===== src/design/bfg_pkg.sv =====
`default_nettype none

package bfg_pkg;

    // Field widths.
    localparam int UV_W    = 23;
    localparam int PIN_W   = 17;
    localparam int TIME_W  = 32;
    localparam int PCT_W   = 7;
    localparam int GAIN_W  = 16;
    localparam int OFS_W   = 20;
    localparam int RINT_W  = 16;
    localparam int HINT_W  = 20;
    localparam int CFG_W   = 20;
    localparam int CFGI_W  = 3;

    // History ring.
    localparam int HIST_DEPTH = 10;
    localparam int SLOT_W     = $clog2(HIST_DEPTH);
    localparam int RECENT_SLOTS = 3;

    // Scaling: reading = sum * 1000 * gain / (24 * 4096), rounded.
    // 24 * 4096 = 3 * 2^15, so the division is a shift and a divide by three.
    localparam int MUL_W     = 32;
    localparam int PROD_W    = 2 * MUL_W;
    localparam logic [MUL_W-1:0] MV_TO_UV   = 32'd1000;
    localparam logic [MUL_W-1:0] RECIP3     = 32'hAAAA_AAAB;
    localparam int   RECIP3_SHIFT = 33;
    localparam int   DEN_SHIFT    = 15;
    localparam int   UVSUM_W      = 27;
    localparam int   SCALED_W     = 43;
    localparam int   ROUND_W      = SCALED_W + 1;
    localparam logic [ROUND_W-1:0] ROUND_HALF = 44'd49152;
    localparam int   QUO_W        = 27;
    localparam int   SUM_W        = 29;

    localparam logic [UV_W-1:0] UV_MAX    = 23'd8388607;
    localparam logic [UV_W-1:0] WIN_LO_UV = 23'd2000000;
    localparam logic [UV_W-1:0] WIN_HI_UV = 23'd5000000;
    localparam logic [UV_W-1:0] FULL_UV   = 23'd4170000;
    localparam logic [UV_W-1:0] ONCHG_UV  = 23'd4050000;
    localparam logic [UV_W-1:0] CLIMB_UV  = 23'd12000;
    localparam logic [UV_W-1:0] INIT_UV   = 23'd3900000;

    // Configuration reset values.
    localparam logic [GAIN_W-1:0] GAIN_RST = 16'd8192;
    localparam logic [RINT_W-1:0] RINT_RST = 16'd2000;
    localparam logic [HINT_W-1:0] HINT_RST = 20'd60000;

    // Charge table.
    localparam int LUT_N   = 12;
    localparam int SEG_W   = $clog2(LUT_N);
    localparam int DV_W    = 18;
    localparam int DP_W    = 4;
    localparam int REM_W   = 22;
    localparam int DIV_STEPS = 4;
    localparam int CNT_W   = $clog2(DIV_STEPS);
    localparam logic [PCT_W-1:0] PCT_FULL  = 7'd100;
    localparam logic [PCT_W-1:0] PCT_EMPTY = 7'd0;

    localparam logic [UV_W-1:0] LUT_UV [0:LUT_N-1] = '{
        23'd4200000, 23'd4100000, 23'd4000000, 23'd3900000, 23'd3830000, 23'd3780000,
        23'd3730000, 23'd3680000, 23'd3620000, 23'd3520000, 23'd3400000, 23'd3200000};
    localparam logic [PCT_W-1:0] LUT_PCT [0:LUT_N-1] = '{
        7'd100, 7'd92, 7'd82, 7'd68, 7'd55, 7'd45,
        7'd35, 7'd24, 7'd15, 7'd7, 7'd2, 7'd0};

    typedef enum logic [CFGI_W-1:0] {
        CFG_GAIN   = 3'd0,
        CFG_OFFSET = 3'd1,
        CFG_RINT   = 3'd2,
        CFG_HINT   = 3'd3
    } cfg_idx_t;

    typedef enum logic [1:0] {
        CHG_FULL     = 2'd0,
        CHG_CHARGING = 2'd1,
        CHG_IDLE     = 2'd2
    } chg_t;

    typedef enum logic [3:0] {
        S_IDLE, S_MULK, S_MULG, S_MULR, S_SAT, S_UPD, S_SEG, S_DIV, S_FIN
    } state_t;

    typedef struct packed {
        logic             load;
        logic             mul_k;
        logic             mul_g;
        logic             mul_r;
        logic             sat;
        logic             upd;
        logic             seg;
        logic             div;
        logic             div_first;
        logic [CNT_W-1:0] div_bit;
        logic             write_out;
    } cmd_t;

    typedef struct packed {
        logic out_busy;
    } status_t;

    // Segment of the table holding v: the smallest index i >= 1 with v >= LUT_UV[i].
    function automatic logic [SEG_W-1:0] seg_index(input logic [UV_W-1:0] v);
        logic [SEG_W-1:0] idx;
        idx = SEG_W'(LUT_N - 1);
        for (int i = LUT_N - 1; i >= 1; i--) begin
            if (v >= LUT_UV[i]) begin
                idx = SEG_W'(i);
            end
        end
        return idx;
    endfunction

endpackage

`default_nettype wire


===== src/design/bfg_ctrl.sv =====
`default_nettype none

module bfg_ctrl (
    input  wire logic             clk,
    input  wire logic             rst_n,
    input  wire logic             in_valid,
    output logic                  in_ready,
    input  wire bfg_pkg::status_t status,
    output bfg_pkg::cmd_t         cmd
);

    bfg_pkg::state_t              state_reg, state_next;
    logic [bfg_pkg::CNT_W-1:0]    cnt_reg, cnt_next;

    always_ff @(posedge clk or negedge rst_n)
    begin
        if (!rst_n)
        begin
            state_reg <= bfg_pkg::S_IDLE;
            cnt_reg   <= '0;
        end
        else
        begin
            state_reg <= state_next;
            cnt_reg   <= cnt_next;
        end
    end

    always_comb
    begin
        state_next = state_reg;
        cnt_next   = cnt_reg;
        unique case (state_reg)
            bfg_pkg::S_IDLE: if (in_valid) state_next = bfg_pkg::S_MULK;
            bfg_pkg::S_MULK: state_next = bfg_pkg::S_MULG;
            bfg_pkg::S_MULG: state_next = bfg_pkg::S_MULR;
            bfg_pkg::S_MULR: state_next = bfg_pkg::S_SAT;
            bfg_pkg::S_SAT:  state_next = bfg_pkg::S_UPD;
            bfg_pkg::S_UPD:  state_next = bfg_pkg::S_SEG;
            bfg_pkg::S_SEG:
            begin
                state_next = bfg_pkg::S_DIV;
                cnt_next   = bfg_pkg::CNT_W'(bfg_pkg::DIV_STEPS - 1);
            end
            bfg_pkg::S_DIV:
            begin
                cnt_next = cnt_reg - 1'b1;
                if (cnt_reg == '0) state_next = bfg_pkg::S_FIN;
            end
            bfg_pkg::S_FIN: if (!status.out_busy) state_next = bfg_pkg::S_IDLE;
            default: state_next = bfg_pkg::S_IDLE;
        endcase
    end

    always_comb
    begin
        in_ready          = (state_reg == bfg_pkg::S_IDLE);
        cmd               = '0;
        cmd.load          = (state_reg == bfg_pkg::S_IDLE) && in_valid;
        cmd.mul_k         = (state_reg == bfg_pkg::S_MULK);
        cmd.mul_g         = (state_reg == bfg_pkg::S_MULG);
        cmd.mul_r         = (state_reg == bfg_pkg::S_MULR);
        cmd.sat           = (state_reg == bfg_pkg::S_SAT);
        cmd.upd           = (state_reg == bfg_pkg::S_UPD);
        cmd.seg           = (state_reg == bfg_pkg::S_SEG);
        cmd.div           = (state_reg == bfg_pkg::S_DIV);
        cmd.div_first     = (cnt_reg == bfg_pkg::CNT_W'(bfg_pkg::DIV_STEPS - 1));
        cmd.div_bit       = cnt_reg;
        cmd.write_out     = (state_reg == bfg_pkg::S_FIN) && !status.out_busy;
    end

endmodule

`default_nettype wire


===== src/design/bfg_dpath.sv =====
`default_nettype none

module bfg_dpath (
    input  wire logic                          clk,
    input  wire logic                          rst_n,
    input  wire bfg_pkg::cmd_t                 cmd,
    output bfg_pkg::status_t                   status,
    input  wire logic                          cfg_we,
    input  wire logic [bfg_pkg::CFGI_W-1:0]    cfg_idx,
    input  wire logic [bfg_pkg::CFG_W-1:0]     cfg_wdata,
    input  wire logic                          mode,
    input  wire logic [bfg_pkg::TIME_W-1:0]    now_ms,
    input  wire logic [bfg_pkg::PIN_W-1:0]     pin_mv_sum,
    input  wire logic                          out_ready,
    output logic                               out_valid,
    output logic [bfg_pkg::UV_W-1:0]           volts_uv,
    output logic [1:0]                         charge_state,
    output logic [bfg_pkg::PCT_W-1:0]          percent,
    output logic                               reading_taken
);

    localparam int UV_W   = bfg_pkg::UV_W;
    localparam int SLOT_W = bfg_pkg::SLOT_W;

    // Configuration.
    logic [bfg_pkg::GAIN_W-1:0] gain_reg;
    logic signed [bfg_pkg::OFS_W-1:0] ofs_reg;
    logic [bfg_pkg::RINT_W-1:0] rint_reg;
    logic [bfg_pkg::HINT_W-1:0] hint_reg;

    always_ff @(posedge clk or negedge rst_n)
    begin
        if (!rst_n)
        begin
            gain_reg <= bfg_pkg::GAIN_RST;
            ofs_reg  <= '0;
            rint_reg <= bfg_pkg::RINT_RST;
            hint_reg <= bfg_pkg::HINT_RST;
        end
        else if (cfg_we)
        begin
            unique case (bfg_pkg::cfg_idx_t'(cfg_idx))
                bfg_pkg::CFG_GAIN:   gain_reg <= cfg_wdata[bfg_pkg::GAIN_W-1:0];
                bfg_pkg::CFG_OFFSET: ofs_reg  <= $signed(cfg_wdata[bfg_pkg::OFS_W-1:0]);
                bfg_pkg::CFG_RINT:   rint_reg <= cfg_wdata[bfg_pkg::RINT_W-1:0];
                bfg_pkg::CFG_HINT:   hint_reg <= cfg_wdata[bfg_pkg::HINT_W-1:0];
                default: ;
            endcase
        end
    end

    // Captured item.
    logic                            mode_reg;
    logic [bfg_pkg::TIME_W-1:0]      now_reg;
    logic [bfg_pkg::PIN_W-1:0]       pin_reg;

    always_ff @(posedge clk)
    begin
        if (cmd.load)
        begin
            mode_reg <= mode;
            now_reg  <= now_ms;
            pin_reg  <= pin_mv_sum;
        end
    end

    // Shared multiplier.
    logic [bfg_pkg::MUL_W-1:0]   mul_a, mul_b;
    logic [bfg_pkg::PROD_W-1:0]  prod_reg, mul_p;
    logic [bfg_pkg::ROUND_W-1:0] rounded;
    logic [UV_W-1:0]             seg_x;
    logic [bfg_pkg::DP_W-1:0]    seg_dp;

    assign rounded = {1'b0, prod_reg[bfg_pkg::SCALED_W-1:0]} + bfg_pkg::ROUND_HALF;

    always_comb
    begin
        mul_a = '0;
        mul_b = '0;
        priority if (cmd.mul_k)
        begin
            mul_a = bfg_pkg::MUL_W'(pin_reg);
            mul_b = bfg_pkg::MV_TO_UV;
        end
        else if (cmd.mul_g)
        begin
            mul_a = bfg_pkg::MUL_W'(prod_reg[bfg_pkg::UVSUM_W-1:0]);
            mul_b = bfg_pkg::MUL_W'(gain_reg);
        end
        else if (cmd.mul_r)
        begin
            mul_a = bfg_pkg::MUL_W'(rounded[bfg_pkg::ROUND_W-1:bfg_pkg::DEN_SHIFT]);
            mul_b = bfg_pkg::RECIP3;
        end
        else if (cmd.seg)
        begin
            mul_a = bfg_pkg::MUL_W'(seg_x);
            mul_b = bfg_pkg::MUL_W'(seg_dp);
        end
        else
        begin
            mul_a = '0;
        end
    end

    assign mul_p = mul_a * mul_b;

    always_ff @(posedge clk)
    begin
        if (cmd.mul_k || cmd.mul_g || cmd.mul_r || cmd.seg)
            prod_reg <= mul_p;
    end

    // Offset and saturation.
    logic [bfg_pkg::QUO_W-1:0]        quo;
    logic signed [bfg_pkg::SUM_W-1:0] ofs_sum;
    logic [UV_W-1:0]                  sat_uv, rd_reg;

    assign quo     = prod_reg[bfg_pkg::RECIP3_SHIFT+bfg_pkg::QUO_W-1:bfg_pkg::RECIP3_SHIFT];
    assign ofs_sum = $signed({2'b00, quo}) + bfg_pkg::SUM_W'(ofs_reg);

    always_comb
    begin
        priority if (ofs_sum < 0)
            sat_uv = '0;
        else if (ofs_sum > $signed(bfg_pkg::SUM_W'(bfg_pkg::UV_MAX)))
            sat_uv = bfg_pkg::UV_MAX;
        else
            sat_uv = ofs_sum[UV_W-1:0];
    end

    always_ff @(posedge clk)
    begin
        if (cmd.sat) rd_reg <= sat_uv;
    end

    // Gauge state.
    logic [UV_W-1:0]            smooth_reg, smooth_next;
    logic [UV_W-1:0]            ring_reg [bfg_pkg::HIST_DEPTH];
    logic [UV_W-1:0]            ring_next [bfg_pkg::HIST_DEPTH];
    logic [SLOT_W-1:0]          slot_reg, slot_next;
    logic                       filled_reg, filled_next;
    logic [bfg_pkg::TIME_W-1:0] lread_reg, lread_next, lstore_reg, lstore_next;
    logic                       taken_reg, taken_next;
    logic [bfg_pkg::TIME_W-1:0] since_read, since_store;
    logic [UV_W+1:0]            avg_sum;
    logic [UV_W-1:0]            avg_uv;
    logic                       gate_open, in_window, hist_due;

    assign since_read  = now_reg - lread_reg;
    assign since_store = now_reg - lstore_reg;
    assign gate_open   = since_read >= bfg_pkg::TIME_W'(rint_reg);
    assign hist_due    = since_store > bfg_pkg::TIME_W'(hint_reg);
    assign in_window   = (rd_reg > bfg_pkg::WIN_LO_UV) && (rd_reg < bfg_pkg::WIN_HI_UV);
    assign avg_sum     = {2'b00, smooth_reg} + {1'b0, smooth_reg, 1'b0}
                       + {2'b00, rd_reg} + (UV_W+2)'(2);
    assign avg_uv      = avg_sum[UV_W+1:2];

    always_comb
    begin
        smooth_next = smooth_reg;
        ring_next   = ring_reg;
        slot_next   = slot_reg;
        filled_next = filled_reg;
        lread_next  = lread_reg;
        lstore_next = lstore_reg;
        taken_next  = taken_reg;
        if (cmd.upd)
        begin
            priority if (mode_reg)
            begin
                smooth_next = rd_reg;
                for (int i = 0; i < bfg_pkg::HIST_DEPTH; i++) ring_next[i] = rd_reg;
                taken_next  = 1'b1;
            end
            else if (gate_open)
            begin
                lread_next = now_reg;
                taken_next = 1'b1;
                if (in_window) smooth_next = avg_uv;
                if (hist_due)
                begin
                    lstore_next         = now_reg;
                    ring_next[slot_reg] = smooth_next;
                    if (slot_reg == SLOT_W'(bfg_pkg::HIST_DEPTH - 1))
                    begin
                        slot_next   = '0;
                        filled_next = 1'b1;
                    end
                    else
                    begin
                        slot_next = slot_reg + 1'b1;
                    end
                end
            end
            else
            begin
                taken_next = 1'b0;
            end
        end
    end

    always_ff @(posedge clk or negedge rst_n)
    begin
        if (!rst_n)
        begin
            smooth_reg <= bfg_pkg::INIT_UV;
            for (int i = 0; i < bfg_pkg::HIST_DEPTH; i++) ring_reg[i] <= '0;
            slot_reg   <= '0;
            filled_reg <= 1'b0;
            lread_reg  <= '0;
            lstore_reg <= '0;
            taken_reg  <= 1'b0;
        end
        else
        begin
            smooth_reg <= smooth_next;
            ring_reg   <= ring_next;
            slot_reg   <= slot_next;
            filled_reg <= filled_next;
            lread_reg  <= lread_next;
            lstore_reg <= lstore_next;
            taken_reg  <= taken_next;
        end
    end

    // Table segment and charge class.
    logic [bfg_pkg::SEG_W-1:0]  seg_idx;
    logic [bfg_pkg::DV_W-1:0]   dv_reg;
    logic [bfg_pkg::PCT_W-1:0]  base_reg;
    logic                       hi_reg, lo_reg;
    logic [1:0]                 cls, cls_reg;
    logic [UV_W-1:0]            oldest;
    logic [UV_W-1:0]            dv_full;
    logic [bfg_pkg::PCT_W-1:0]  dp_full;

    assign seg_idx = bfg_pkg::seg_index(smooth_reg);
    assign seg_x   = smooth_reg - bfg_pkg::LUT_UV[seg_idx];
    assign dv_full = bfg_pkg::LUT_UV[seg_idx - 1'b1] - bfg_pkg::LUT_UV[seg_idx];
    assign dp_full = bfg_pkg::LUT_PCT[seg_idx - 1'b1] - bfg_pkg::LUT_PCT[seg_idx];
    assign seg_dp  = dp_full[bfg_pkg::DP_W-1:0];
    assign oldest  = ring_reg[slot_reg];

    always_comb
    begin
        priority if (smooth_reg >= bfg_pkg::FULL_UV)
            cls = bfg_pkg::CHG_FULL;
        else if (smooth_reg >= bfg_pkg::ONCHG_UV)
            cls = bfg_pkg::CHG_CHARGING;
        else if ((filled_reg || slot_reg > SLOT_W'(bfg_pkg::RECENT_SLOTS))
                 && smooth_reg > oldest && (smooth_reg - oldest) > bfg_pkg::CLIMB_UV)
            cls = bfg_pkg::CHG_CHARGING;
        else
            cls = bfg_pkg::CHG_IDLE;
    end

    always_ff @(posedge clk)
    begin
        if (cmd.seg)
        begin
            dv_reg   <= dv_full[bfg_pkg::DV_W-1:0];
            base_reg <= bfg_pkg::LUT_PCT[seg_idx];
            hi_reg   <= smooth_reg >= bfg_pkg::LUT_UV[0];
            lo_reg   <= smooth_reg < bfg_pkg::LUT_UV[bfg_pkg::LUT_N-1];
            cls_reg  <= cls;
        end
    end

    // Restoring division of the interpolation term, one quotient bit a cycle.
    logic [bfg_pkg::REM_W-1:0]     rem_reg, rem_in, trial;
    logic [bfg_pkg::DIV_STEPS-1:0] q_reg;

    assign rem_in = cmd.div_first
                  ? prod_reg[bfg_pkg::REM_W-1:0] + bfg_pkg::REM_W'(dv_reg[bfg_pkg::DV_W-1:1])
                  : rem_reg;
    assign trial  = bfg_pkg::REM_W'(dv_reg) << cmd.div_bit;

    always_ff @(posedge clk)
    begin
        if (cmd.seg)
        begin
            q_reg <= '0;
        end
        else if (cmd.div)
        begin
            if (rem_in >= trial)
            begin
                rem_reg              <= rem_in - trial;
                q_reg[cmd.div_bit]   <= 1'b1;
            end
            else
            begin
                rem_reg <= rem_in;
            end
        end
    end

    // Output register.
    logic [bfg_pkg::PCT_W-1:0] pct;
    logic                      ovalid_reg;

    always_comb
    begin
        priority if (hi_reg)
            pct = bfg_pkg::PCT_FULL;
        else if (lo_reg)
            pct = bfg_pkg::PCT_EMPTY;
        else
            pct = base_reg + bfg_pkg::PCT_W'(q_reg);
    end

    always_ff @(posedge clk or negedge rst_n)
    begin
        if (!rst_n)
            ovalid_reg <= 1'b0;
        else if (cmd.write_out)
            ovalid_reg <= 1'b1;
        else if (out_ready)
            ovalid_reg <= 1'b0;
    end

    always_ff @(posedge clk)
    begin
        if (cmd.write_out)
        begin
            volts_uv      <= smooth_reg;
            charge_state  <= cls_reg;
            percent       <= pct;
            reading_taken <= taken_reg;
        end
    end

    assign out_valid       = ovalid_reg;
    assign status.out_busy = ovalid_reg && !out_ready;

endmodule

`default_nettype wire


===== src/design/battery_fuel_gauge_unit.sv =====
`default_nettype none

// Battery fuel gauge. Each input item carries the sum of 24 pin readings in
// millivolts, the current millisecond time and a mode bit; each item yields
// exactly one result item with the smoothed voltage in microvolts, a charge
// class, a state-of-charge percentage and a flag saying whether a reading was
// taken. The reading is scaled by the divider gain (Q4.12), rounded, shifted by
// the signed offset and clamped to 0..8388607 uV. In update mode the reading is
// taken only once the read interval has elapsed; a taken reading strictly
// between 2 V and 5 V moves a quarter-weight average, and once the history
// interval has been exceeded the average is stored in a ten-slot ring.
// Initialize mode loads the average and the whole ring with the reading.
// An item goes from acceptance to its presented result by three passes through
// one shared 32 x 32 multiplier for the scaling, then clamping, state update,
// table lookup, a bit-serial divider for the interpolation and the load of the
// output register. The gauge works on one item at a time; it returns to idle
// and accepts a new item once the previous result has been loaded into the
// output register, even while that result still waits for out_ready.
// Configuration registers are written through cfg_we, cfg_idx and cfg_wdata;
// the user must write them only while the gauge is idle, which the block itself
// does not enforce. Indexes above three are ignored.

module battery_fuel_gauge_unit (
    input  wire logic                          clk,
    input  wire logic                          rst_n,
    input  wire logic                          cfg_we,
    input  wire logic [bfg_pkg::CFGI_W-1:0]    cfg_idx,
    input  wire logic [bfg_pkg::CFG_W-1:0]     cfg_wdata,
    input  wire logic                          in_valid,
    output logic                               in_ready,
    input  wire logic                          mode,
    input  wire logic [bfg_pkg::TIME_W-1:0]    now_ms,
    input  wire logic [bfg_pkg::PIN_W-1:0]     pin_mv_sum,
    output logic                               out_valid,
    input  wire logic                          out_ready,
    output logic [bfg_pkg::UV_W-1:0]           volts_uv,
    output logic [1:0]                         charge_state,
    output logic [bfg_pkg::PCT_W-1:0]          percent,
    output logic                               reading_taken
);

    bfg_pkg::cmd_t    cmd;
    bfg_pkg::status_t status;

    // The controller sequences one item at a time through the datapath.
    bfg_ctrl u_ctrl (
        .clk      (clk),
        .rst_n    (rst_n),
        .in_valid (in_valid),
        .in_ready (in_ready),
        .status   (status),
        .cmd      (cmd)
    );

    // The datapath holds the configuration, the gauge state and the result.
    bfg_dpath u_dpath (
        .clk           (clk),
        .rst_n         (rst_n),
        .cmd           (cmd),
        .status        (status),
        .cfg_we        (cfg_we),
        .cfg_idx       (cfg_idx),
        .cfg_wdata     (cfg_wdata),
        .mode          (mode),
        .now_ms        (now_ms),
        .pin_mv_sum    (pin_mv_sum),
        .out_ready     (out_ready),
        .out_valid     (out_valid),
        .volts_uv      (volts_uv),
        .charge_state  (charge_state),
        .percent       (percent),
        .reading_taken (reading_taken)
    );

`ifndef SYNTH
    // Once an item is taken the gauge is busy until it has worked it through.
    a_busy_after_accept: assert property (@(posedge clk) disable iff (!rst_n)
        in_valid && in_ready |=> !in_ready)
        else $error("gauge accepted a second item back to back");

    // The percentage stays on the table's range.
    a_percent_range: assert property (@(posedge clk) disable iff (!rst_n)
        out_valid |-> percent <= bfg_pkg::PCT_FULL)
        else $error("percent above full scale");

    // A full charge class only comes with a high voltage.
    a_full_class: assert property (@(posedge clk) disable iff (!rst_n)
        out_valid && charge_state == bfg_pkg::CHG_FULL |-> volts_uv >= bfg_pkg::FULL_UV)
        else $error("full class below the full threshold");
`endif

endmodule

`default_nettype wire


===== config.mk =====
export PLATFORM = sky130hd
export DESIGN_NAME = battery_fuel_gauge_unit
export DESIGN_NICKNAME = d
export VERILOG_FILES = /design/src/design/bfg_pkg.sv /design/src/design/bfg_ctrl.sv /design/src/design/bfg_dpath.sv /design/src/design/battery_fuel_gauge_unit.sv
export SDC_FILE = /design/constraint.sdc
export NUM_CORES = 2
export LEC_CHECK = 0
export BUFFER_PORTS_ARGS = -buffer_cell sky130_fd_sc_hd__buf_2
export CORE_MARGIN = 4
export CORE_UTILIZATION = 30
export CTS_CLUSTER_SIZE = 10
export DETAILED_ROUTE_END_ITERATION = 8
export GPL_TIMING_DRIVEN = 0
export PLACE_DENSITY_LB_ADDON = 0.08
export SLEW_MARGIN = 5
export SYNTH_ARGS = -nofsm -noshare
export SYNTH_HDL_FRONTEND = slang
export SYNTH_SLANG_ARGS = --single-unit

===== constraint.sdc =====
create_clock -name clk -period 15.33 [get_ports clk]
set_input_delay 0.7665 -clock clk [delete_from_list [all_inputs] [get_ports clk]]
set_output_delay 0.7665 -clock clk [all_outputs]
set_load 0.005 [all_outputs]

==> PnR_summary.wiki <==
{| class="wikitable"
! Metric !! Value
|-
| Number of hold-repair buffers added at the cts stage || 0
|-
| Wirelength per Cell || 23.9 um
|-
| Synth top area share || 18.7%
|-
| Post-synth top flop || dfrtp_1
|-
| Initial cell density of the core || 30.2%
|-
| TritonCTS clock tree || built
|-
| Combined area of all synthesized cells || 64300 sq um
|-
| Final-report setup violation count || 0
|-
| Minimum hold slack || 0.0394 ns
|-
| Die width || 471 um
|-
| Worst Path Arrival || 15.30 ns
|-
| Final cell count without fillers || 9517
|-
| # fillers || 21900
|-
| First-pass detailed-route iteration total || 7
|-
| Remaining antenna violation count || 0
|-
| Maximum frequency from static timing analysis || 0.0673 GHz
|-
| Period utilization || 96.9%
|-
| Min-delay worst type || in -> async
|-
| Sequential area share after synthesis || 25.6%
|-
| Crit-path most repeated cell || fa_1
|-
| Critical Path End Type || flop
|-
| Synth Register Bits || 615
|-
| Most common cell in the netlist || inv_1
|-
| DRC Markers || 0
|-
| Status || finished clean
|-
| Leading post-synthesis cells by instance count || inv_1 (977), ha_1 (672), fa_1 (602)
|-
| Routed Wire Length || 227 mm
|-
| Vias after detailed routing || 47600
|-
| Maximum number of pins on one net before global-route repair || 97
|-
| Number of nets in the final layout || 7981
|-
| CP top delay family || compound AO/OA/AOI/OAI gates
|-
| GRT Total Usage || 20.4%
|-
| Number of enable-type register cells in the synthesized netlist || 209
|-
| Setup slack, reg-to-reg || 0.47 ns
|-
| Clock Skew || 0.0439 ns
|-
| Required time of the worst setup path || 15.77 ns
|-
| Worst path buffer plus inverter count || 9
|-
| Top cell type by total area after synthesis || fa_1
|-
| Share of post-route cells with drive strength above 1 || 12.6%
|-
| Clock buffer depth || 3
|-
| Dpl cells || 9342
|-
| Number of antenna violations at the first check in global routing || 11
|-
| Routability congestion estimate from global placement || 0.909
|-
| Crit. Startpoint || u_dpath.smooth_reg[17]
|-
| Launching point of the worst reg2reg path || u_dpath.smooth_reg[17]
|-
| Final core area utilization || 34.0%
|-
| Type of the setup path with the least slack || reg -> reg
|-
| Synth Area per Inst || 10.1 sq um
|-
| Die Y-Extent || 471 um
|-
| Number of top-level pins || 113
|-
| Number of buffers added by the clock tree synthesis step || 83
|-
| Final global-route overflow total || 0
|-
| YS warnings || 0
|-
| Detail Placement HPWL || 186 mm
|-
| Number of global-route vias before repair || 49400
|-
| Buffer cell driving the clock tree root || clkbuf_16
|-
| Capture point of the critical path || u_dpath.prod_reg[59]
|-
| Critical Path Start Type || flop
|-
| Sum of negative setup slack || 0 ns
|-
| Drt initial violations || 2909
|-
| Reg2reg end || u_dpath.prod_reg[59]
|-
| Die area || 222000 sq um
|-
| Via density per instance || 5.00
|-
| Critical path depth in cells || 53
|-
| Clock-pin transition on the worst setup and hold timing paths || 0.06 ns
|-
| Reported max-cap violation count || 0
|-
| First-pass GRT wire length || 340 mm
|-
| RSZ-0062 raised after global routing || no
|-
| Buffers on Ports || 112
|-
| Number of flip-flops in the largest register || 230
|-
| Slowest CP cell || dfstp_4
|-
| Critical path's largest stage delay || 0.78 ns
|-
| H-tree levels || 3
|-
| Number of max-slew violations in the final report || 0
|-
| Final critical-path required period || 14.86 ns
|-
| Most area-consuming cells after synthesis || fa_1 (19%), dfrtp_1 (15%), ha_1 (13%), edfxtp_1 (9.8%), inv_1 (5.7%)
|-
| Post-synthesis instance total || 6381
|-
| Worst skew pair latency || 0.72 ns
|-
| Proportion of synthesized flip-flops having asynchronous set or reset || 65.4%
|-
| Relative slew slack || 3.27%
|-
| Final Hold Viols || 0
|-
| Syn-to-layout area delta || 12.3%
|-
| R2r worst-path depth || 53
|-
| Distinct cell type count after synthesis || 105
|-
| Worst-path maximum fanout || 11
|-
| CTS Sinks || 615
|-
| Row count || 169
|-
| Core area || 213000 sq um
|-
| Worst Tran Pin Value || 1.45 ns
|}
per-layer routing:
layer  share of wire [%]  vias up  track usage (%)
met1                  49    24300             30.3
met4                 2.2        0             4.20
met5                   0        -                0
li1                    -    22100                -
met2                  44      969             32.2
met3                 4.1      224             2.11
layout make-up:
class                      count  area (sq um)  area share (%)
clock inverter                25           303           0.419
inverter                     982          3710            5.14
tap                         2821          3530            4.89
multi-input combinational   4556         43600            60.3
timing repair buffer         154          1050            1.46
antenna                        4          10.0          0.0139
sequential                   615         16500            22.8
clock buffer                 123          2420            3.35
buffer                       237          1110            1.54
timing repair:
item                                    in CTS  in global routing
endpoints found under the setup margin      38                 32
endpoints found under the hold margin        0                  0
gates resized for setup                     73                 57
gates cloned                                 0                  0
pin swaps                                    1                  5
setup buffers                                4                 22
per-stage QoR:
stage	worst slack, ns	area [sq um]
6_report	0.472	72200
5_1_grt	0.00561	72200
4_1_cts	0.00892	71800
3_5_place_dp	-2.72	68800
3_3_place_gp	-3.82	68400
2_1_floorplan	2.60	64300
cell usage in the layout (no fill, tap or decap), drive strengths merged, types with 91 or more instances in the layout:
cell type,n
a21o,103
a21oi,285
buf,240
clkbuf,274
dfrtp,379
edfxtp,209
fa,602
ha,672
inv,978
mux2,398
nand2,416
nand2b,96
nand3,95
nor2,518
nor3,91
o21ai,227
xnor2,135
how the worst min path moves through the flow:
stage	start	endpoint	cells after the start
6_report	rst_n	u_dpath.ring_reg[136]	1
5_1_grt	rst_n	u_dpath.ring_reg[136]	1
4_1_cts	rst_n	u_dpath.ring_reg[132]	1
3_5_place_dp	u_dpath.cls_reg[0]	u_dpath.charge_state[0]	0
3_3_place_gp	u_dpath.cls_reg[0]	u_dpath.charge_state[0]	0
2_1_floorplan	u_dpath.cls_reg[0]	u_dpath.charge_state[0]	0
cells by family (layout without fill, tap and decap cells):
group / after synthesis / after routing / share of synthesized area, %
AO/OA/AOI/OAI: 1053 / 1053 / 10.9
XOR/XNOR: 209 / 209 / 2.85
adder cells (fa/ha/maj): 1274 / 1274 / 31.8
buffers and inverters: 1222 / 1521 / 7.43
flip-flops: 615 / 615 / 25.6
multiplexers: 487 / 487 / 10.4
other: 2 / 18 / 0.0117
AND/OR/NAND/NOR: 1519 / 1519 / 11.0
Power is left out: the tool's default activity adds up to more than one toggle a clock period on the data nets, which glitch-free logic cannot reach.
